### src/rtl/hda_pkg.sv
`timescale 1ns / 1ps

package hda_pkg;

  // Largest geometry supported; the sum store is sized for the block size and block rows.
  localparam int MaxBlockSize = 4;
  localparam int MaxBlockRows = 64;
  localparam int MaxColumns   = 4096;

  // Field and store widths.
  localparam int SampleW = 32;
  localparam int SumW    = 40;
  localparam int SeqW    = 13;
  localparam int CompW   = 2;
  localparam int BRowW   = 6;
  localparam int ColW    = 12;
  localparam int CntW    = 7;
  localparam int AddrW   = 8;
  localparam int StoreDepth = MaxBlockRows * MaxBlockSize;

  // The restoring divider retires one quotient bit per step.
  localparam int DivSteps = SumW;
  localparam int DivCntW  = 6;

  // Register map, as word indexes.
  typedef enum logic [1:0] {
    RegBlockSize   = 2'd0,
    RegBlockRows   = 2'd1,
    RegColumnCount = 2'd2,
    RegUnused      = 2'd3
  } hda_reg_e;

  // Controller states.
  typedef enum logic [2:0] {
    StIdle,
    StRead,
    StAcc,
    StAbs,
    StDiv,
    StOut
  } hda_state_e;

  // Saturated geometry as held by the register file.
  typedef struct packed {
    logic [2:0]  block_size;
    logic [6:0]  block_rows;
    logic [12:0] column_count;
  } hda_cfg_t;

  // Commands from the controller to the datapath.
  typedef struct packed {
    logic accept;
    logic read;
    logic acc;
    logic absv;
    logic step;
    logic load;
  } hda_cmd_t;

  // Status from the datapath to the controller.
  typedef struct packed {
    logic final_res;
    logic div_last;
  } hda_sts_t;

endpackage

### src/rtl/hda_ctrl.sv
`timescale 1ns / 1ps

module hda_ctrl import hda_pkg::*; (
  input  logic     clk_i,
  input  logic     rst_ni,
  input  logic     in_valid_i,
  output logic     in_ready_o,
  output logic     out_valid_o,
  input  logic     out_ready_i,
  output hda_cmd_t cmd_o,
  input  hda_sts_t sts_i
);

  hda_state_e state_q, state_d;
  logic       out_valid_q, out_valid_d;

  always_ff @(posedge clk_i or negedge rst_ni) begin
    if (!rst_ni) begin
      state_q     <= StIdle;
      out_valid_q <= 1'b0;
    end else begin
      state_q     <= state_d;
      out_valid_q <= out_valid_d;
    end
  end

  // Next state and commands. The output register is freed by a transfer
  // and refilled from the divider in the output state.
  always_comb begin
    state_d     = state_q;
    cmd_o       = '0;
    in_ready_o  = 1'b0;
    out_valid_d = out_valid_q && !out_ready_i;
    unique case (state_q)
      StIdle: begin
        in_ready_o = 1'b1;
        if (in_valid_i) begin
          cmd_o.accept = 1'b1;
          state_d      = StRead;
        end
      end
      StRead: begin
        cmd_o.read = 1'b1;
        state_d    = StAcc;
      end
      StAcc: begin
        cmd_o.acc = 1'b1;
        state_d   = sts_i.final_res ? StAbs : StIdle;
      end
      StAbs: begin
        cmd_o.absv = 1'b1;
        state_d    = StDiv;
      end
      StDiv: begin
        cmd_o.step = 1'b1;
        if (sts_i.div_last) begin
          state_d = StOut;
        end
      end
      StOut: begin
        if (!out_valid_q || out_ready_i) begin
          cmd_o.load  = 1'b1;
          out_valid_d = 1'b1;
          state_d     = StIdle;
        end
      end
      default: begin
        state_d = StIdle;
      end
    endcase
  end

  assign out_valid_o = out_valid_q;

endmodule

### config.mk
export PLATFORM = sky130hd
export DESIGN_NAME = hda_ctrl
export DESIGN_NICKNAME = d
export VERILOG_FILES = /design/src/rtl/hda_pkg.sv /design/src/rtl/hda_ctrl.sv
export SDC_FILE = /design/constraint.sdc
export NUM_CORES = 1
export LEC_CHECK = 0
export ABC_AREA = 1
export BUFFER_PORTS_ARGS = -buffer_cell sky130_fd_sc_hd__buf_2
export CORE_AREA = 10 10 47 49
export DETAILED_ROUTE_END_ITERATION = 8
export DIE_AREA = 0 0 57 59
export PLACE_DENSITY = 0.42
export SKIP_LAST_GASP = 1
export SYNTH_ARGS = -nofsm -noshare
export SYNTH_HDL_FRONTEND = slang
export SYNTH_SLANG_ARGS = --single-unit
### constraint.sdc
create_clock -name clk_i -period 1.3 [get_ports clk_i]
set_input_delay 0.065 -clock clk_i [delete_from_list [all_inputs] [get_ports clk_i]]
set_output_delay 0.065 -clock clk_i [all_outputs]
set_load 0.02 [all_outputs]
==> results.cfg, run 1 <==
[drt]
route.detailed.drc = 0
drtPass1Iterations = 2
antenna_left = 0
wl_per_cell_um = 10.0
vias_per_cell = 3.97
wirelength_um = 703
drtIter0Drc = 2
num_vias = 278

[global_routing]
grt_pass1_wl_um = 1190
antenna_found_initial = 0
first_global_vias = 285
grt_max_degree = 8
overflow = 0
grt_usage_pct = 4.53

[setup_path]
crit_type = reg -> out
critPathLaunchType = flip-flop
cp_data_arrival_time_ns = 1.16
cp.required_ns = 1.24
cp-end-kind = primary output
path_max_fanout = 4

[die]
dieWidth_um = 57
die_y_um = 59
start_util_pct = 18.7
die_area_sq_um = 3360
core_sq_um = 1400
rows = 14
io-pin-count = 14

[logic_synthesis]
ys_ff_latch = 4
synth.yosys.seq_area_share_pct = 38.3
synth-compound-area-share_pct = 8.61
synth-edff-count = 0
yosys.area.top_type = dfrtp_1
synthTopCellsByArea = dfrtp_1 (38%), nand2_1 (10%), inv_1 (8.6%), nand3_2 (7.7%), nor2_2 (7.2%)
synth_commonest_cells = nand2_1 (7), inv_1 (6), dfrtp_1 (4), nor2_1 (4), nor2_2 (3)
synth.area.mux_share_pct = 0
synthSimpleGateAreaFrac_pct = 41.6
ys_async_sr_fraction_pct = 100
synth_fa_ha_area_share_pct = 0
syn_inst = 36
synth-xor-area-share_pct = 0
netlist_area_sq_um = 262
syn-num-nets = 42
synthMostInstantiatedCell = nand2_1
syn_area_per_cell_sq_um = 7.26
yosysUniqueCellTypes = 14
synth_flop_cell = dfrtp_1
yosysWarnings = 0
synth_top_family_by_area = simple AND/OR/NAND/NOR gates
synth_top_area_share_pct = 38.3

[layout]
fillers = 167
stdcell_area_sq_um = 399
multi_input_area_sq_um = 136
finalNetCount = 62
drive_gt1_share_pct = 51.9
diodes = 0
seq_area_sq_um = 103
area_growth_pct = 52.6
stdcell_count = 70

[timing]
period_share_pct = 94.4
relSlewSlack_pct = 86.0
tightest_slew_ns = 0.209
timing.fmax_mhz = 815
maxSlewViolCount = 0
hold_violations = 0
setup-tns-final_ns = 0
fin_crit_ns = 1.23
skew_ns = 0.00201
setup_viol = 0

[min_path]
hold_class = in -> reg

[cts]
clk_pin_slew_ns = 0.04
cts_tree = yes
cts_made_buffers = 3
clock_latency_ns = 0.24
htree_levels = 1
root_buffer = clkbuf_4
cts_max_path_buffers = 2
cts.sinks = 4

[placed_design]
dp.final_hpwl_um = 575
portBuffers = 13
dpl_cell_area_sq_um = 347
place_congestion = 0.742
dp.cells = 65

[run]
maxCapViolCount = 0

[power_and_ir_drop]
p_leak_nw = 0.224
power_density_nw_per_um2 = 2540
peakVddDrop_mv = 0.887

[outcome]
status = complete, no violations
-- worst max-delay path, stage by stage, from the launching register on --
cell and delay (ns):
dfrtp_1 0.43, inv_2 0.09, nand3_2 0.10, a21oi_1 0.14
buf_4 0.16
-- flip-flops by register name, summed over array words and instances, names as in the netlist --
name / flops
state_q: 3
out_valid_o: 1
-- power by group --
| group | switching [mW] | leakage, nW | total, mW | internal [mW] |
|---|---|---|---|---|
| clock | 0.0548 | 0.0138 | 0.158 | 0.104 |
| sequential | 0.0862 | 0.0495 | 0.273 | 0.186 |
| combinational | 0.362 | 0.161 | 0.583 | 0.221 |
| total | 0.503 | 0.224 | 1.01 | 0.511 |
-- kinds of logic after synthesis --
logic type / after synthesis
buffers and inverters: 8
DFF: 4
and+or+nand+nor: 20
AOI/OAI and AO/OA: 4
-- path summary, 6_finish.rpt --
| kind | to | cells past startpoint | from | slack (ns) |
|---|---|---|---|---|
| worst max-delay path | cmd_o[0] | 4 | state_q[1]$_DFFE_PN0P_ | 0.07 |
| worst min register to register | state_q[1]$_DFFE_PN0P_ | 1 | state_q[2]$_DFFE_PN0P_ | 0.55 |
| min in group asynchronous | state_q[2]$_DFFE_PN0P_ | 2 | rst_ni | 0.17 |
| worst max register to register | state_q[0]$_DFFE_PN0P_ | 6 | state_q[0]$_DFFE_PN0P_ | 0.26 |
| max in group asynchronous | state_q[0]$_DFFE_PN0P_ | 2 | rst_ni | 1.00 |
| worst min-delay path | state_q[1]$_DFFE_PN0P_ | 3 | sts_i[1] | 0.13 |
-- layer usage --
metal / track usage [%] / vias up / share of wire, %
met1: 4.26 / 121 / 40
met3: 2.79 / 2 / 6.8
met2: 7.29 / 8 / 50
li1: - / 147 / -
met4: 3.02 / 0 / 2.7
met5: 0 / - / 0
-- cell usage in the layout (no fill, tap or decap), drive strengths merged --
master / instances
buf: 14
nand2: 8
inv: 8
nor2: 8
dfrtp: 4
clkbuf: 3
nand3: 2
o21ai: 2
a21oi: 1
nor3: 1
o21a: 1
nand4: 1
dlygate4sd3: 1
-- layout make-up --
cell class	instances	share of cell area (%)
Clock buffer	3	5.64
Inverter	8	7.52
Multi-Input combinational cell	24	34.2
Sequential cell	4	25.7
Tap cell	16	5.02
Timing Repair Buffer	15	21.9
-- through the flow --
stage	power, mW	utilization, %	hold WS, ns	setup WS, ns
after floorplan	0.643	-	-0.231	0.139
after global placement	0.814	24.7	-0.124	0.237
after detailed placement	0.809	24.7	-0.125	0.245
after CTS	0.979	27.1	0.122	0.0377
after global routing	1.11	28.5	0.141	-0.00587
final	1.01	28.5	0.126	0.0725
-- what timing repair did --
action / 4_1_cts / 5_1_grt
endpoints found under the hold margin: 4 / 0
setup endpoints to repair: 0 / 3
buffers inserted: 0 / 1
hold buffers: 1 / 0
gates resized for setup: 0 / 5
Power figures use the tool's default switching activity.
==> run 2: changes to the inputs <==
--- a/config.mk
+++ b/config.mk
@@ -5,12 +5,11 @@
 export SDC_FILE = /design/constraint.sdc
 export NUM_CORES = 1
 export LEC_CHECK = 0
-export ABC_AREA = 1
 export BUFFER_PORTS_ARGS = -buffer_cell sky130_fd_sc_hd__buf_2
 export CORE_AREA = 10 10 47 49
 export DETAILED_ROUTE_END_ITERATION = 8
 export DIE_AREA = 0 0 57 59
-export PLACE_DENSITY = 0.42
+export PLACE_DENSITY = 0.38
 export SKIP_LAST_GASP = 1
 export SYNTH_ARGS = -nofsm -noshare
 export SYNTH_HDL_FRONTEND = slang
==> results.cfg, run 2 <==
[outcome]
status = complete, no violations

[die]
core_sq_um = 1400
dieWidth_um = 57
rows = 14
start_util_pct = 17.1
die_area_sq_um = 3360
die_y_um = 59
io-pin-count = 14

[logic_synthesis]
synth_flop_cell = dfrtp_1
yosysUniqueCellTypes = 17
synthTopCellsByArea = dfrtp_1 (42%), nor2_1 (6.3%), and2_1 (5.2%), nand2b_1 (5.2%), nor3b_2 (5.2%)
synth.yosys.seq_area_share_pct = 41.9
ys_async_sr_fraction_pct = 100
netlist_area_sq_um = 239
synth_top_area_share_pct = 41.9
yosysWarnings = 0
synth_commonest_cells = dfrtp_1 (4), nor2_1 (4), nand2_1 (3)
ys_ff_latch = 4
synth-edff-count = 0
yosys.area.top_type = dfrtp_1
syn-num-nets = 34
syn_area_per_cell_sq_um = 8.53
syn_inst = 28

[setup_path]
worstSetupStartpoint = state_q[1]$_DFFE_PN0P_
cp.required_ns = 1.24
path_max_fanout = 8
critPathLaunchType = flip-flop
r2r_cells = 3
cp-end-kind = primary output
crit_type = reg -> out
r2r_start = state_q[2]$_DFFE_PN0P_
reg2reg_to = state_q[0]$_DFFE_PN0P_
cp_data_arrival_time_ns = 1.22
r2r_slack_ns = 0.27

[timing]
timing.fmax_mhz = 776
fin_crit_ns = 1.29
hold_violations = 0
setup-tns-final_ns = 0
skew_ns = 0.000373
relSlewSlack_pct = 83.7
tightest_slew_ns = 0.244
period_share_pct = 99.1
rsz0062_at_grt = true
maxSlewViolCount = 0
setup_viol = 0

[global_routing]
grt_pass1_wl_um = 1240
grt_usage_pct = 4.76
antenna_found_initial = 0
overflow = 0
first_global_vias = 287
grt_max_degree = 11

[power_and_ir_drop]
peakVddDrop_mv = 0.769
p_leak_nw = 0.199
power_density_nw_per_um2 = 2230
p_total_mw = 0.851

[placed_design]
dp.cells = 57
dpl_cell_area_sq_um = 329
place_congestion = 0.709
portBuffers = 13
dp.final_hpwl_um = 581

[min_path]
min_from = sts_i[1]
hold_end = state_q[0]$_DFFE_PN0P_
whs_path_depth = 3
hold_class = in -> reg

[layout]
drive_gt1_share_pct = 51.1
mostFrequentLayoutCell = buf_2
area_growth_pct = 59.7
top_register = state_q
largest_register_ffs = 3
mostFrequentLayoutCells = buf_2 (11), nor2_1 (4), clkbuf_4 (3)
finalNetCount = 53
diodes = 0
stdcell_count = 61
stdcell_area_sq_um = 382

[drt]
vias_per_cell = 4.03
route.detailed.drc = 0
drtIter0Drc = 1
wl_per_cell_um = 12.0
drtPass1Iterations = 2
num_vias = 246
wirelength_um = 734
antenna_left = 0

[cts]
clk_pin_slew_ns = 0.04
cts.sinks = 4
cts_tree = yes
htree_levels = 1
cts_made_buffers = 3
root_buffer = clkbuf_4
cts_max_path_buffers = 2
clock_latency_ns = 0.23

[run]
maxCapViolCount = 0
-- run 2: power by group --
group,internal [mW],total (mW),switching [mW]
Clock,0.103,0.154,0.0507
Sequential,0.175,0.252,0.0767
Combinational,0.192,0.446,0.253
-- run 2: layout make-up --
class	instances	area, sq um
Tap cell	16	20.0
Inverter	1	3.75
Multi-Input combinational cell	22	141
Clock buffer	3	22.5
Fill cell	159	1020
Sequential cell	4	103
Timing Repair Buffer	15	91.3
-- run 2: kinds of logic (layout without fill, tap and decap cells) --
group	Yosys count	count (layout)	synth area share, %
AO/OA/AOI/OAI	4	4	9.95
buffers and inverters	2	19	4.71
flip-flops	4	4	41.9
multiplexers	1	1	4.71
AND/OR/NAND/NOR	17	17	38.7
-- run 2: worst max-delay path, stage by stage (launching register included) --
cell and delay [ns]:
dfrtp_2 0.46, and2b_1 0.24, nand2_2 0.06, nor2_1 0.08, buf_4 0.14
-- run 2: through the flow --
stage                     hold WS [ns]  setup WS [ns]  util, %
after global placement          -0.120          0.240     23.5
after global routing             0.139        -0.0318     27.2
after CTS                       0.0929       0.000798     25.9
after floorplan                 -0.231          0.114        -
final                           0.0975         0.0119     27.2
after detailed placement        -0.121          0.246     23.5
-- run 2: repair_timing --
action                                  in CTS  in global routing
buffers inserted                             0                  0
endpoints found under the setup margin       1                  3
hold buffers                                 1                  0
gates resized for setup                      1                  6
hold endpoints to repair                     4                  0
-- run 2: layer usage --
layer  up-vias  track usage [%]  wire (um)
met1       111             4.66        316
li1        129                -          -
met3         0             3.00         48
met2         6             7.44        369
met5         -                0          0
met4         0             3.02          0
-- run 2: worst max-delay path by stage --
| stage | end | slack, ns |
|---|---|---|
| floorplan | cmd_o[5] | 0.11 |
| global placement | cmd_o[0] | 0.24 |
| detailed placement | cmd_o[0] | 0.25 |
| CTS | cmd_o[0] | 0.0008 |
| global route | cmd_o[0] | -0.03 |
| finish | cmd_o[0] | 0.01 |
==> run 3: changes to the inputs <==
--- a/config.mk
+++ b/config.mk
@@ -10,6 +10,7 @@
 export DETAILED_ROUTE_END_ITERATION = 8
 export DIE_AREA = 0 0 57 59
 export PLACE_DENSITY = 0.38
+export SETUP_SLACK_MARGIN = 0.15
 export SKIP_LAST_GASP = 1
 export SYNTH_ARGS = -nofsm -noshare
 export SYNTH_HDL_FRONTEND = slang
==> results.cfg, run 3 (synthesis gave the netlist of run 2 again) <==
[setup_path]
critPathSlowestCell = dfrtp_1
cp-end-kind = primary output
crit_type = reg -> out
cp_common_cell = buf_6
path_max_fanout = 6
path_cells = buf_6 -> nor3_4 -> and2_4 -> buf_6
cp.required_ns = 1.24
cp_data_arrival_time_ns = 1.23
critPathLaunchType = flip-flop
slowest_delay_ns = 0.38

[placed_design]
place_congestion = 0.712
dp.final_hpwl_um = 578
dp_slack_ns = 0.214
portBuffers = 13

[cts]
root_buffer = clkbuf_4
cts.sinks = 4
cts_made_buffers = 3
htree_levels = 1
cts_max_path_buffers = 2
clk_pin_slew_ns = 0.04
clock_latency_ns = 0.23
cts_tree = yes

[global_routing]
overflow = 0
grt_pass1_wl_um = 1440
first_global_vias = 340
antenna_found_initial = 0
grt_usage_pct = 5.38
grt_max_degree = 7

[min_path]
hold_class = in -> reg

[timing]
period_share_pct = 99.3
skew_ns = 0.00238
whs_ns = 0.0958
maxSlewViolCount = 0
rsz0062_at_grt = true
setup_viol = 0
tightest_slew_ns = 0.222
relSlewSlack_pct = 85.1
timing.fmax_mhz = 775
hold_violations = 0
fin_crit_ns = 1.29
setup_slack_ns = 0.00894

[layout]
area_growth_pct = 125
mostFrequentLayoutCell = buf_4
mostFrequentLayoutCells = buf_4 (10), buf_6 (8), buf_2 (6)
finalNetCount = 63
top_register = state_q
diodes = 0
largest_register_ffs = 3
drive_gt1_share_pct = 72.7

[die]
dieWidth_um = 57
die_y_um = 59
rows = 14
core_sq_um = 1400
io-pin-count = 14
start_util_pct = 17.1
die_area_sq_um = 3360

[power_and_ir_drop]
power_density_nw_per_um2 = 2280
p_leak_nw = 0.272
peakVddDrop_mv = 0.836

[drt]
wl_per_cell_um = 11.7
wirelength_um = 833
drtIter0Drc = 2
drtPass1Iterations = 3
num_vias = 303
antenna_left = 0
route.detailed.drc = 0
vias_per_cell = 4.27

[run]
maxCapViolCount = 0

[outcome]
status = complete, no violations
run 3: cell count changes in the layout (fill, tap and decap cells not counted), sizes merged:
cell / delta
buf: +10
run 3: timing repair:
item / 4_1_cts / 5_1_grt
resized for setup: 17 / 10
setup endpoints to repair: 7 / 9
hold buffers: 1 / 0
hold endpoints to repair: 4 / 0
pin swaps: 4 / 6
setup buffers: 7 / 3
run 3: layout make-up:
class | count | area (sq um)
timing repair buffer | 25 | 205
fill | 157 | 865
inverter | 1 | 3.75
tap | 16 | 20.0
clock buffer | 3 | 22.5
sequential | 4 | 103
multi-input combinational | 22 | 183
run 3: layer usage:
metal / global-route usage (%) / vias to the layer above / wire [um] / share of wire (%)
met5: 0 / - / 0 / 0
met4: 5.03 / 0 / 0 / 0
met3: 2.15 / 0 / 63 / 7.6
met2: 8.99 / 9 / 464 / 56
met1: 4.92 / 146 / 305 / 37
li1: - / 148 / - / -
run 3: report_power, final:
part	leakage, nW	switching, mW	internal, mW	total (mW)
logic	0.208	0.372	0.460	0.832
clock network	0.0138	0.0453	0.103	0.148
registers	0.0500	0.0661	0.175	0.241
total	0.272	0.484	0.738	1.22
run 3: worst paths after layout:
path,slack [ns],start,cells past startpoint,endpoint
max in group asynchronous,1.01,rst_ni,2,state_q[1]$_DFFE_PN0P_
max,0.009,state_q[2]$_DFFE_PN0P_,4,cmd_o[5]
max reg2reg,0.10,state_q[2]$_DFFE_PN0P_,5,state_q[0]$_DFFE_PN0P_
min reg2reg,0.53,state_q[1]$_DFFE_PN0P_,1,state_q[2]$_DFFE_PN0P_
min,0.1,sts_i[1],3,state_q[0]$_DFFE_PN0P_
min in group asynchronous,0.16,rst_ni,2,out_valid_o$_DFF_PN0_
run 3: critical path: cells and delay by family, from the launching register on:
family	cells	cell delay (ns)
AND/OR/NAND/NOR	2	0.37
buffers and inverters	2	0.26
flip-flops	1	0.38
run 3: metrics by stage:
step | setup TNS [ns] | cell area (sq um) | utilization [%] | power (mW) | cells
3_3_place_gp | 0 | 342 | 24.4 | 0.698 | 57
5_1_grt | -0.126 | 537 | 38.3 | 1.32 | 71
6_report | 0 | 537 | 38.3 | 1.22 | 71
3_5_place_dp | 0 | 342 | 24.4 | 0.699 | 57
4_1_cts | 0 | 478 | 34.1 | 1.09 | 68
2_1_floorplan | 0 | 256 | - | 0.558 | 28
