===== config.mk =====
export PLATFORM = sky130hd
export DESIGN_NAME = hda_regs
export DESIGN_NICKNAME = d
export VERILOG_FILES = /design/src/rtl/hda_pkg.sv /design/src/rtl/hda_regs.sv
export SDC_FILE = /design/constraint.sdc
export NUM_CORES = 1
export LEC_CHECK = 0
export ABC_AREA = 1
export BUFFER_PORTS_ARGS = -buffer_cell sky130_fd_sc_hd__buf_2
export CORE_AREA = 5 5 65 67
export CTS_CLUSTER_DIAMETER = 120
export CTS_CLUSTER_SIZE = 8
export DETAILED_ROUTE_END_ITERATION = 12
export DIE_AREA = 0 0 70 72
export GPL_ROUTABILITY_DRIVEN = 0
export HOLD_SLACK_MARGIN = 0.05
export PLACE_DENSITY = 0.76
export SLEW_MARGIN = 20
export SYNTH_ARGS = -nofsm -noshare
export SYNTH_HDL_FRONTEND = slang
export SYNTH_SLANG_ARGS = --single-unit

===== constraint.sdc =====
create_clock -name clk_i -period 0.9 [get_ports clk_i]
set_input_delay 0.09 -clock clk_i [delete_from_list [all_inputs] [get_ports clk_i]]
set_output_delay 0.09 -clock clk_i [all_outputs]
set_load 0.05 [all_outputs]

===== src/rtl/hda_pkg.sv =====
`timescale 1ns / 1ps

package hda_pkg;

  // Largest geometry supported; the sum store is sized for the block size and block rows.
  localparam int MaxBlockSize = 4;
  localparam int MaxBlockRows = 64;
  localparam int MaxColumns   = 4096;

  // Field and store widths.
  localparam int SampleW = 32;
  localparam int SumW    = 40;
  localparam int SeqW    = 13;
  localparam int CompW   = 2;
  localparam int BRowW   = 6;
  localparam int ColW    = 12;
  localparam int CntW    = 7;
  localparam int AddrW   = 8;
  localparam int StoreDepth = MaxBlockRows * MaxBlockSize;

  // The restoring divider retires one quotient bit per step.
  localparam int DivSteps = SumW;
  localparam int DivCntW  = 6;

  // Register map, as word indexes.
  typedef enum logic [1:0] {
    RegBlockSize   = 2'd0,
    RegBlockRows   = 2'd1,
    RegColumnCount = 2'd2,
    RegUnused      = 2'd3
  } hda_reg_e;

  // Controller states.
  typedef enum logic [2:0] {
    StIdle,
    StRead,
    StAcc,
    StAbs,
    StDiv,
    StOut
  } hda_state_e;

  // Saturated geometry as held by the register file.
  typedef struct packed {
    logic [2:0]  block_size;
    logic [6:0]  block_rows;
    logic [12:0] column_count;
  } hda_cfg_t;

  // Commands from the controller to the datapath.
  typedef struct packed {
    logic accept;
    logic read;
    logic acc;
    logic absv;
    logic step;
    logic load;
  } hda_cmd_t;

  // Status from the datapath to the controller.
  typedef struct packed {
    logic final_res;
    logic div_last;
  } hda_sts_t;

endpackage


===== src/rtl/hda_regs.sv =====
`timescale 1ns / 1ps

module hda_regs import hda_pkg::*; (
  input  logic        clk_i,
  input  logic        rst_ni,
  input  logic        psel,
  input  logic        penable,
  input  logic        pwrite,
  input  logic [3:0]  paddr,
  input  logic [31:0] pwdata,
  output logic [31:0] prdata,
  output logic        pready,
  output hda_cfg_t    cfg_o,
  output logic        cfg_wr_o
);

  hda_cfg_t cfg_q, cfg_d;
  hda_reg_e reg_sel;
  logic     wr_en;
  logic [2:0]  bs_in;
  logic [6:0]  br_in;
  logic [12:0] cc_in;

  assign pready  = 1'b1;
  assign reg_sel = hda_reg_e'(paddr[3:2]);
  assign wr_en   = psel && penable && pwrite;
  assign bs_in   = pwdata[2:0];
  assign br_in   = pwdata[6:0];
  assign cc_in   = pwdata[12:0];

  // Write decode with saturation into the supported geometry.
  always_comb begin
    cfg_d    = cfg_q;
    cfg_wr_o = 1'b0;
    if (wr_en) begin
      unique case (reg_sel)
        RegBlockSize: begin
          cfg_wr_o = 1'b1;
          if (bs_in == 3'd0) begin
            cfg_d.block_size = 3'd1;
          end else if (bs_in > 3'(MaxBlockSize)) begin
            cfg_d.block_size = 3'(MaxBlockSize);
          end else begin
            cfg_d.block_size = bs_in;
          end
        end
        RegBlockRows: begin
          cfg_wr_o = 1'b1;
          if (br_in == 7'd0) begin
            cfg_d.block_rows = 7'd1;
          end else if (br_in > 7'(MaxBlockRows)) begin
            cfg_d.block_rows = 7'(MaxBlockRows);
          end else begin
            cfg_d.block_rows = br_in;
          end
        end
        RegColumnCount: begin
          cfg_wr_o = 1'b1;
          if (cc_in == 13'd0) begin
            cfg_d.column_count = 13'd1;
          end else if (cc_in > 13'(MaxColumns)) begin
            cfg_d.column_count = 13'(MaxColumns);
          end else begin
            cfg_d.column_count = cc_in;
          end
        end
        default: begin
          cfg_wr_o = 1'b0;
        end
      endcase
    end
  end

  always_ff @(posedge clk_i or negedge rst_ni) begin
    if (!rst_ni) begin
      cfg_q <= '{block_size: 3'd1, block_rows: 7'd1, column_count: 13'd1};
    end else begin
      cfg_q <= cfg_d;
    end
  end

  // Read mux.
  always_comb begin
    unique case (reg_sel)
      RegBlockSize:   prdata = {29'd0, cfg_q.block_size};
      RegBlockRows:   prdata = {25'd0, cfg_q.block_rows};
      RegColumnCount: prdata = {19'd0, cfg_q.column_count};
      default:        prdata = 32'd0;
    endcase
  end

  assign cfg_o = cfg_q;

endmodule


==> results.json, run 1 <==
{
  "first_pass_iters": 4,
  "ys_warn_count": 0,
  "vias": 1521,
  "fp.dieH_microns": 72,
  "path_cells": "nand3_1 > o221ai_4 > buf_6",
  "route.detailed.drc": 0,
  "nNetsFinal": 321,
  "cap_viol_max_count": 0,
  "critPathLaunchType": "flip-flop",
  "port_buffers": 56,
  "yosysUniqueCellTypes": 25,
  "cts_sinks": 23,
  "rows": 22,
  "relSlewSlack": 0.641,
  "antenna_found_initial": 0,
  "largest_reg_flops": 23,
  "yosys.area.top_type": "dfrtp_1",
  "path_class": "flip-flop to primary output",
  "viasPerCell": 4.65,
  "coreArea_sq_um": 3580,
  "critPathMaxStageDelay_ns": 0.57,
  "drive_above_1_share": 0.695,
  "fin_crit_sh": 1.54,
  "final-setup-viol-count": 39,
  "violations": "setup timing",
  "cts_inserted_buffers": 3,
  "grtUsageTotal": 0.176,
  "crit_fanout": 2,
  "fin_ws_ns": -0.486,
  "holdWs_ns": 0.0776,
  "p_leak_nw": 1.24,
  "grt.overflow.total": 0,
  "ant_nets": 0,
  "wl_per_cell_microns": 14.3,
  "die_w_microns": 70,
  "post-place-cells": 306,
  "worstPathRequired_ns": 0.81,
  "yosysSeqAreaShare": 0.429,
  "synth_ff_type": "dfrtp_1",
  "post-route-min-period_ns": 1.39,
  "antenna_cells": 0,
  "hold_path_class": "primary input to flip-flop",
  "synth_top_area_frac": 0.371,
  "tightest_slew_ns": 0.538,
  "fillers": 248,
  "grt_pass1_vias": 1570,
  "cts_root_buffer": "clkbuf_4",
  "slew_viol_final": 0,
  "die_area_sq_um": 5040,
  "fmax_ghz": 0.722,
  "worst_path_max_delay_cell": "dfstp_2",
  "clk_pin_slew_ns": 0.13,
  "grt_max_degree": 24,
  "io_pins": 98,
  "rsz0062_at_grt": "true",
  "cp.arrival_ns": 1.30,
  "preCtsSetupSlack_ns": -0.297,
  "ys_seq_elements": 23,
  "synthArstFlopShare": 1.00,
  "outcome": "complete, but fails checks",
  "wirelength_microns": 4680,
  "synth_area_leaders": "dfrtp_1, buf_4, inv_1, nor2_1, o21ai_0",
  "htreeDepth": 1,
  "grt_pass1_wl_microns": 7220,
  "cts_tree": "built",
  "finalNonFillerCells": 327,
  "fin_skew_ns": 0,
  "finalPower_mw": 5.52,
  "stdcell_area_sq_um": 2620,
  "synth-edff-count": 0,
  "postPlaceCellArea_sq_um": 2100,
  "drt_iter0_drc": 123,
  "cts_buffer_depth": 2,
  "post-dp-hpwl_microns": 3140,
  "area_growth_pct": 94.4,
  "clk_latency_ns": 0.31,
  "synth_area_sq_um": 1350,
  "vdd_ir_drop_max_mv": 1.23,
  "synth_cells": 169,
  "pwr_density_cell_nw_per_um2": 2110,
  "hold_violations": 0,
  "start_util": 0.377,
  "finish.utilization": 0.733,
  "fin_setup_tns_ns": -7.27,
  "synth.avg_cell_area_sq_um": 7.98,
  "endpoint_kind": "primary output"
}
==> per-layer routing <==
metal | wire (microns) | track usage | up-vias
met1 | 1660 | 0.198 | 711
met4 | 120 | 0.0723 | 0
li1 | - | - | 721
met3 | 317 | 0.0402 | 16
met5 | 0 | 0 | -
met2 | 2590 | 0.321 | 73
==> Yosys cell counts (2+ instances only) <==
library cell and number:
nand2_2 2, dfstp_2 3, o22ai_1 7, nand3_1 14, nand2_1 15, or2_1 2, a21oi_1 2, nor2_1 22
buf_4 22, conb_1 2, o21ai_2 2, clkbuf_1 2, dfrtp_1 20, inv_1 26, o221ai_1 3, o21ai_0 16
==> what timing repair did <==
action | in CTS | in global routing
pin swaps | 2 | 6
cloned | 0 | 0
hold buffers | 2 | 0
buffers inserted | 5 | 11
resized for setup | 87 | 28
setup endpoints to repair | 39 | 50
endpoints found under the hold margin | 21 | 0
==> area by class of cell <==
type,instances,area (sq um),share of cell area
Sequential cell,23,603,0.230
Inverter,28,114,0.0434
Timing Repair Buffer,113,1070,0.407
Tap cell,48,60.1,0.0229
Clock buffer,4,26.3,0.0100
Multi-Input combinational cell,111,752,0.287
==> logic make-up after synthesis <==
family                 Yosys count  share of synthesized area
AOI/OAI and AO/OA               32                      0.141
DFF                             23                      0.430
buffers and inverters           53                      0.215
and+or+nand+nor                 59                      0.209
other                            2                    0.00557
==> cells in the final DEF, fill, tap and decap left out, types with 2 or more instances in the layout <==
cell | Yosys | layout
clkbuf_4 | 0 | 4
buf_4 | 22 | 40
conb_1 | 2 | 20
o21ai_0 | 16 | 13
inv_1 | 26 | 5
o21ai_2 | 2 | 5
nand2_1 | 15 | 11
buf_2 | 0 | 18
nor2_1 | 22 | 12
o221ai_4 | 0 | 3
dlygate4sd3_1 | 0 | 2
buf_8 | 0 | 10
inv_2 | 1 | 21
dfrtp_2 | 0 | 19
a21oi_2 | 0 | 2
dfstp_2 | 3 | 3
nor2_4 | 1 | 7
nand3_1 | 14 | 14
buf_6 | 1 | 39
nand2_2 | 2 | 6
o22ai_1 | 7 | 2
or2_1 | 2 | 2
buf_12 | 0 | 3
nor2_2 | 0 | 4
o22ai_4 | 0 | 4
==> worst max-delay path: cells and delay by family, from the launching register on <==
kind	cells	cell delay, ns
flops	1	0.57
buf+inv	1	0.18
compound gates	1	0.09
simple gates	1	0.14
==> final timing paths <==
| kind | startpoint | end | slack (ns) | depth (start not counted) |
|---|---|---|---|---|
| max in group asynchronous | rst_ni | cfg_o[7] | 0.24 | 2 |
| worst max register to register | cfg_o[20] | cfg_o[20] | -0.13 | 4 |
| worst min register to register | cfg_o[19] | cfg_o[19] | 0.59 | 2 |
| worst min-delay path | pwdata[5] | cfg_o[18] | 0.08 | 4 |
| worst max-delay path | cfg_o[0] | prdata[0] | -0.49 | 3 |
| min in group asynchronous | rst_ni | cfg_o[14] | 0.28 | 2 |
==> report_power, final <==
| group | total, mW | switching [mW] | internal (mW) |
|---|---|---|---|
| clock | 0.496 | 0.323 | 0.173 |
| sequential | 1.56 | 0.227 | 1.33 |
| combinational | 3.47 | 2.08 | 1.39 |
| total | 5.52 | 2.63 | 2.89 |
(Power assumes the default switching activity.)
==> inputs of run 2 (changes only) <==
--- a/config.mk
+++ b/config.mk
@@ -7,14 +7,15 @@
 export LEC_CHECK = 0
 export ABC_AREA = 1
 export BUFFER_PORTS_ARGS = -buffer_cell sky130_fd_sc_hd__buf_2
-export CORE_AREA = 5 5 65 67
+export CORE_AREA = 5 5 58 73
+export CTS_BUF_LIST = sky130_fd_sc_hd__clkbuf_8
 export CTS_CLUSTER_DIAMETER = 120
 export CTS_CLUSTER_SIZE = 8
 export DETAILED_ROUTE_END_ITERATION = 12
-export DIE_AREA = 0 0 70 72
+export DIE_AREA = 0 0 63 78
 export GPL_ROUTABILITY_DRIVEN = 0
 export HOLD_SLACK_MARGIN = 0.05
-export PLACE_DENSITY = 0.76
+export PLACE_DENSITY = 0.78
 export SLEW_MARGIN = 20
 export SYNTH_ARGS = -nofsm -noshare
 export SYNTH_HDL_FRONTEND = slang
==> run 2 against run 1 <==
Critical path type unchanged. Clock power rose by 33%. Clock skew did not move. The run still ends with setup timing left. Largest cell class unchanged. Utilization rose by 5.5 points.
==> results.json, run 2 (synthesis gave the netlist of run 1 again) <==
{
  "min-delay-start": "pwdata[10]",
  "wirelength_microns": 5100,
  "worstPathRequired_ns": 0.81,
  "largest_reg_flops": 23,
  "viasPerCell": 4.91,
  "first_pass_iters": 4,
  "port_buffers": 56,
  "path_class": "flip-flop to primary output",
  "finalPower_mw": 5.83,
  "vias": 1561,
  "layout_commonest_cell": "buf_6",
  "slew_viol_final": 0,
  "final-setup-viol-count": 39,
  "start_util": 0.391,
  "wl_per_cell_microns": 16.0,
  "cap_viol_max_count": 0,
  "relSlewSlack": 0.639,
  "clk_latency_ns": 0.26,
  "rsz0062_at_grt": "true",
  "critPathLaunchType": "flip-flop",
  "fin_setup_tns_ns": -5.21,
  "p_leak_nw": 1.28,
  "postPlaceCellArea_sq_um": 2070,
  "cts_tree": "built",
  "vdd_ir_drop_max_mv": 1.90,
  "grtUsageTotal": 0.180,
  "final_cell_mix": "buf_6, buf_4, inv_2",
  "drive_above_1_share": 0.735,
  "io_pins": 98,
  "route.detailed.drc": 0,
  "htreeDepth": 1,
  "stdcell_area_sq_um": 2720,
  "antenna_found_initial": 0,
  "pwr_density_cell_nw_per_um2": 2140,
  "fin_ws_ns": -0.410,
  "holdPathEnd": "cfg_o[10]",
  "antenna_cells": 0,
  "cp.arrival_ns": 1.22,
  "coreArea_sq_um": 3450,
  "cts_root_buffer": "clkbuf_8",
  "cts_buffer_depth": 2,
  "fin_skew_ns": 0,
  "worstHoldPathCells": 3,
  "fmax_ghz": 0.763,
  "fp.dieH_microns": 78,
  "r2r_cells": 5,
  "rrSetupSlack_ns": -0.11,
  "fin_crit_sh": 1.46,
  "fillers": 200,
  "rr_endpoint": "cfg_o[0]",
  "endpoint_kind": "primary output",
  "crit_fanout": 2,
  "hold_path_class": "primary input to flip-flop",
  "post-route-min-period_ns": 1.31,
  "violations": "setup timing",
  "cts_inserted_buffers": 3,
  "grt_pass1_vias": 1568,
  "clk_pin_slew_ns": 0.09,
  "grt.overflow.total": 0,
  "nNetsFinal": 321,
  "post-dp-hpwl_microns": 3130,
  "area_growth_pct": 102,
  "grt_max_degree": 24,
  "cts_sinks": 23,
  "outcome": "complete, but fails checks",
  "die_area_sq_um": 4910,
  "preCtsSetupSlack_ns": -0.321,
  "die_w_microns": 63,
  "rr_startpoint": "cfg_o[0]",
  "drt_iter0_drc": 61,
  "tightest_slew_ns": 0.541,
  "ant_nets": 0,
  "grt_pass1_wl_microns": 7220,
  "hold_violations": 0,
  "rows": 24
}
run 2: area by class of cell:
class / instances / area (sq um) / share of cell area
Clock buffer: 3 / 41.3 / 0.0152
Multi-Input combinational cell: 111 / 816 / 0.300
Tap cell: 39 / 48.8 / 0.0179
Inverter: 28 / 114 / 0.0418
Timing Repair Buffer: 113 / 1090 / 0.402
Clock inverter: 1 / 5.00 / 0.00184
Sequential cell: 23 / 603 / 0.222
run 2: worst max path at each step:
stage,start,endpoint,slack [ns],cells past startpoint
floorplan,cfg_o[13],prdata[0],-0.33,2
global placement,paddr[2],prdata[0],-0.27,6
detailed placement,pwdata[4],cfg_o[0],-0.32,9
CTS,cfg_o[20],prdata[0],-0.39,3
global route,cfg_o[20],prdata[0],-0.43,3
finish,cfg_o[13],prdata[0],-0.41,3
run 2: report_power, final:
group | internal, mW | total, mW | switching, mW
registers | 1.33 | 1.57 | 0.241
logic | 1.45 | 3.60 | 2.15
clock network | 0.309 | 0.660 | 0.351
run 2: repair_timing:
action / CTS / global route
endpoints found under the hold margin: 20 / 0
setup endpoints to repair: 49 / 58
pin swaps: 7 / 9
hold buffers: 1 / 0
buffers inserted: 10 / 16
resized for setup: 97 / 45
run 2: worst max-delay path, cell delays in order (launching register included):
cell	delay (ns)
dfstp_2	0.57
inv_2	0.07
o221ai_4	0.14
buf_6	0.18
run 2: through the flow:
step | utilization | hold slack [ns] | instances
6_report | 0.788 | 0.0893 | 318
5_1_grt | 0.788 | 0.127 | 318
4_1_cts | 0.725 | 0.0894 | 307
3_5_place_dp | 0.599 | 0.0948 | 294
3_3_place_gp | 0.599 | 0.0831 | 294
2_1_floorplan | - | -0.206 | 187
run 2: routing by layer:
metal | global-route usage | up-vias | part of all wire
met5 | 0 | - | 0
met4 | 0.0488 | 0 | 0.022
met3 | 0.0246 | 10 | 0.053
met2 | 0.358 | 62 | 0.58
met1 | 0.193 | 770 | 0.35
li1 | - | 719 | -
==> inputs of run 3 (changes only) <==
--- a/config.mk
+++ b/config.mk
@@ -15,7 +15,7 @@
 export DIE_AREA = 0 0 63 78
 export GPL_ROUTABILITY_DRIVEN = 0
 export HOLD_SLACK_MARGIN = 0.05
-export PLACE_DENSITY = 0.78
+export PLACE_DENSITY_LB_ADDON = 0.25
 export SLEW_MARGIN = 20
 export SYNTH_ARGS = -nofsm -noshare
 export SYNTH_HDL_FRONTEND = slang
==> run 3 against run 2 <==
Worst setup slack got worse by 0.018 ns. Sequential power is essentially flat. Hold slack worse by 0.034 ns. Die area unchanged. Register-to-register slack improved by 0.07 ns. Clock skew did not move. The run still ends with setup timing left. Sequential cell count unchanged. First-iteration DRC count decreased by 51%. Critical path depth stayed put. Final cell count grew 0.31%. Utilization unchanged. Clock-buffer cell count did not move. Largest cell class unchanged.
==> results.json, run 3 (synthesis gave the netlist of run 1 again) <==
{
  "outcome": "complete, but fails checks",
  "violations": "setup timing",
  "rsz0062_at_grt": "true",
  "holdPathEnd": "cfg_o[9]",
  "fin_ws_ns": -0.428,
  "grt_pass1_vias": 1462,
  "grt_max_degree": 24,
  "port_buffers": 56,
  "coreArea_sq_um": 3450,
  "post-route-min-period_ns": 1.33,
  "combPwrFrac": 0.624,
  "seq_area_sq_um": 603,
  "largest_reg_flops": 23,
  "route.detailed.drc": 0,
  "fmax_ghz": 0.753,
  "endpoint_kind": "primary output",
  "ant_nets": 0,
  "p_clk_frac": 0.114,
  "worstHoldPathCells": 3,
  "finalPower_mw": 5.91,
  "cts_sinks": 23,
  "fillers": 227,
  "cap_viol_max_count": 0,
  "p_seq_frac": 0.262,
  "switching_share": 0.462,
  "rr_endpoint": "cfg_o[13]",
  "cts_inserted_buffers": 3,
  "path_class": "flip-flop to primary output",
  "post-dp-hpwl_microns": 2990,
  "hold_path_class": "primary input to flip-flop",
  "vdd_ir_drop_max_mv": 1.54,
  "net-switching-power_mw": 2.73,
  "antenna_found_initial": 0,
  "worstPathRequired_ns": 0.81,
  "crit_start": "cfg_o[13]",
  "hold_violations": 0,
  "fin_skew_ns": 0,
  "htreeDepth": 1,
  "wl_per_cell_microns": 14.6,
  "final_cell_mix": "buf_4, buf_6, inv_2, conb_1, dfrtp_2",
  "r2r_cells": 3,
  "grt.overflow.total": 0,
  "min-delay-start": "pwdata[9]",
  "antenna_cells": 0,
  "rrSetupSlack_ns": -0.04,
  "fin_crit_sh": 1.48,
  "die_w_microns": 63,
  "multiInputGateArea_sq_um": 790,
  "cts_root_buffer": "clkbuf_8",
  "critPathLaunchType": "flip-flop",
  "vias": 1495,
  "cts_buffer_depth": 2,
  "wirelength_microns": 4640,
  "drt_iter0_drc": 30,
  "first_pass_iters": 4,
  "clk_latency_ns": 0.27,
  "p_leak_nw": 1.28,
  "crit_fanout": 2,
  "post-place-cells": 296,
  "cp.arrival_ns": 1.24,
  "finalNonFillerCells": 319,
  "rows": 24,
  "grtUsageTotal": 0.170,
  "viasPerCell": 4.69,
  "pwr_density_cell_nw_per_um2": 2170,
  "nNetsFinal": 322,
  "area_growth_pct": 102,
  "p_int_mw": 3.18,
  "fp.dieH_microns": 78,
  "clk_pin_slew_ns": 0.09,
  "start_util": 0.391,
  "cts_tree": "built",
  "io_pins": 98,
  "slew_viol_final": 0,
  "rr_startpoint": "cfg_o[13]",
  "final-setup-viol-count": 39,
  "finish.utilization": 0.788,
  "die_area_sq_um": 4910,
  "grt_pass1_wl_microns": 6790,
  "drive_above_1_share": 0.725
}
## run 3: changes by cell type in the layout (fill, tap and decap cells not counted), sizes merged
cell  change
nor2      +1
## run 3: worst max-delay path, stage by stage, from the launching register on
cell,delay [ns]
dfstp_2,0.55
inv_2,0.05
o221ai_4,0.17
buf_6,0.19
## run 3: worst max-delay path by stage
stage / to / slack (ns)
4_1_cts: prdata[0] / -0.42
5_1_grt: prdata[0] / -0.47
2_1_floorplan: prdata[0] / -0.33
3_3_place_gp: prdata[1] / -0.28
3_5_place_dp: prdata[0] / -0.30
6_report: prdata[0] / -0.43
## run 3: per-stage QoR
step	hold WS (ns)	worst slack [ns]	area, sq um	TNS (ns)
floorplan	-0.206	-0.326	1640	-1.55
global placement	0.0364	-0.279	2110	-7.32
detailed placement	0.0374	-0.298	2110	-7.73
CTS	0.0603	-0.419	2460	-4.72
global route	0.0776	-0.472	2720	-6.87
finish	0.0551	-0.428	2720	-5.75
## run 3: repair_timing
action,in CTS,in global routing
pin swaps,0,5
gates cloned,0,1
endpoints found under the setup margin,39,59
hold buffers,1,0
hold endpoints to repair,23,0
gates resized for setup,84,47
setup buffers,4,15
## run 3: cell type report
type / count / share of cell area
sequential: 23 / 0.222
inverter: 28 / 0.0418
clock buffer: 3 / 0.0152
timing repair buffer: 113 / 0.411
clock inverter: 1 / 0.00184
tap: 39 / 0.0179
multi-input combinational: 112 / 0.290
## run 3: power groups by stage
stage / Combinational [mW] / Clock (mW) / Sequential [mW]
after CTS: 3.18 / 0.688 / 1.54
final: 3.69 / 0.672 / 1.55
after global routing: 3.85 / 0.713 / 1.59
after detailed placement: 2.66 / 0 / 1.50
after floorplan: 1.12 / 0 / 2.36
after global placement: 2.63 / 0 / 1.50
## run 3: metal layers
| metal | GRT usage | vias to the layer above | routed length [microns] |
|---|---|---|---|
| met1 | 0.198 | 712 | 1700 |
| met5 | 0 | - | 0 |
| met4 | 0.0637 | 0 | 68 |
| li1 | - | 730 | - |
| met2 | 0.306 | 46 | 2630 |
| met3 | 0.0318 | 7 | 244 |
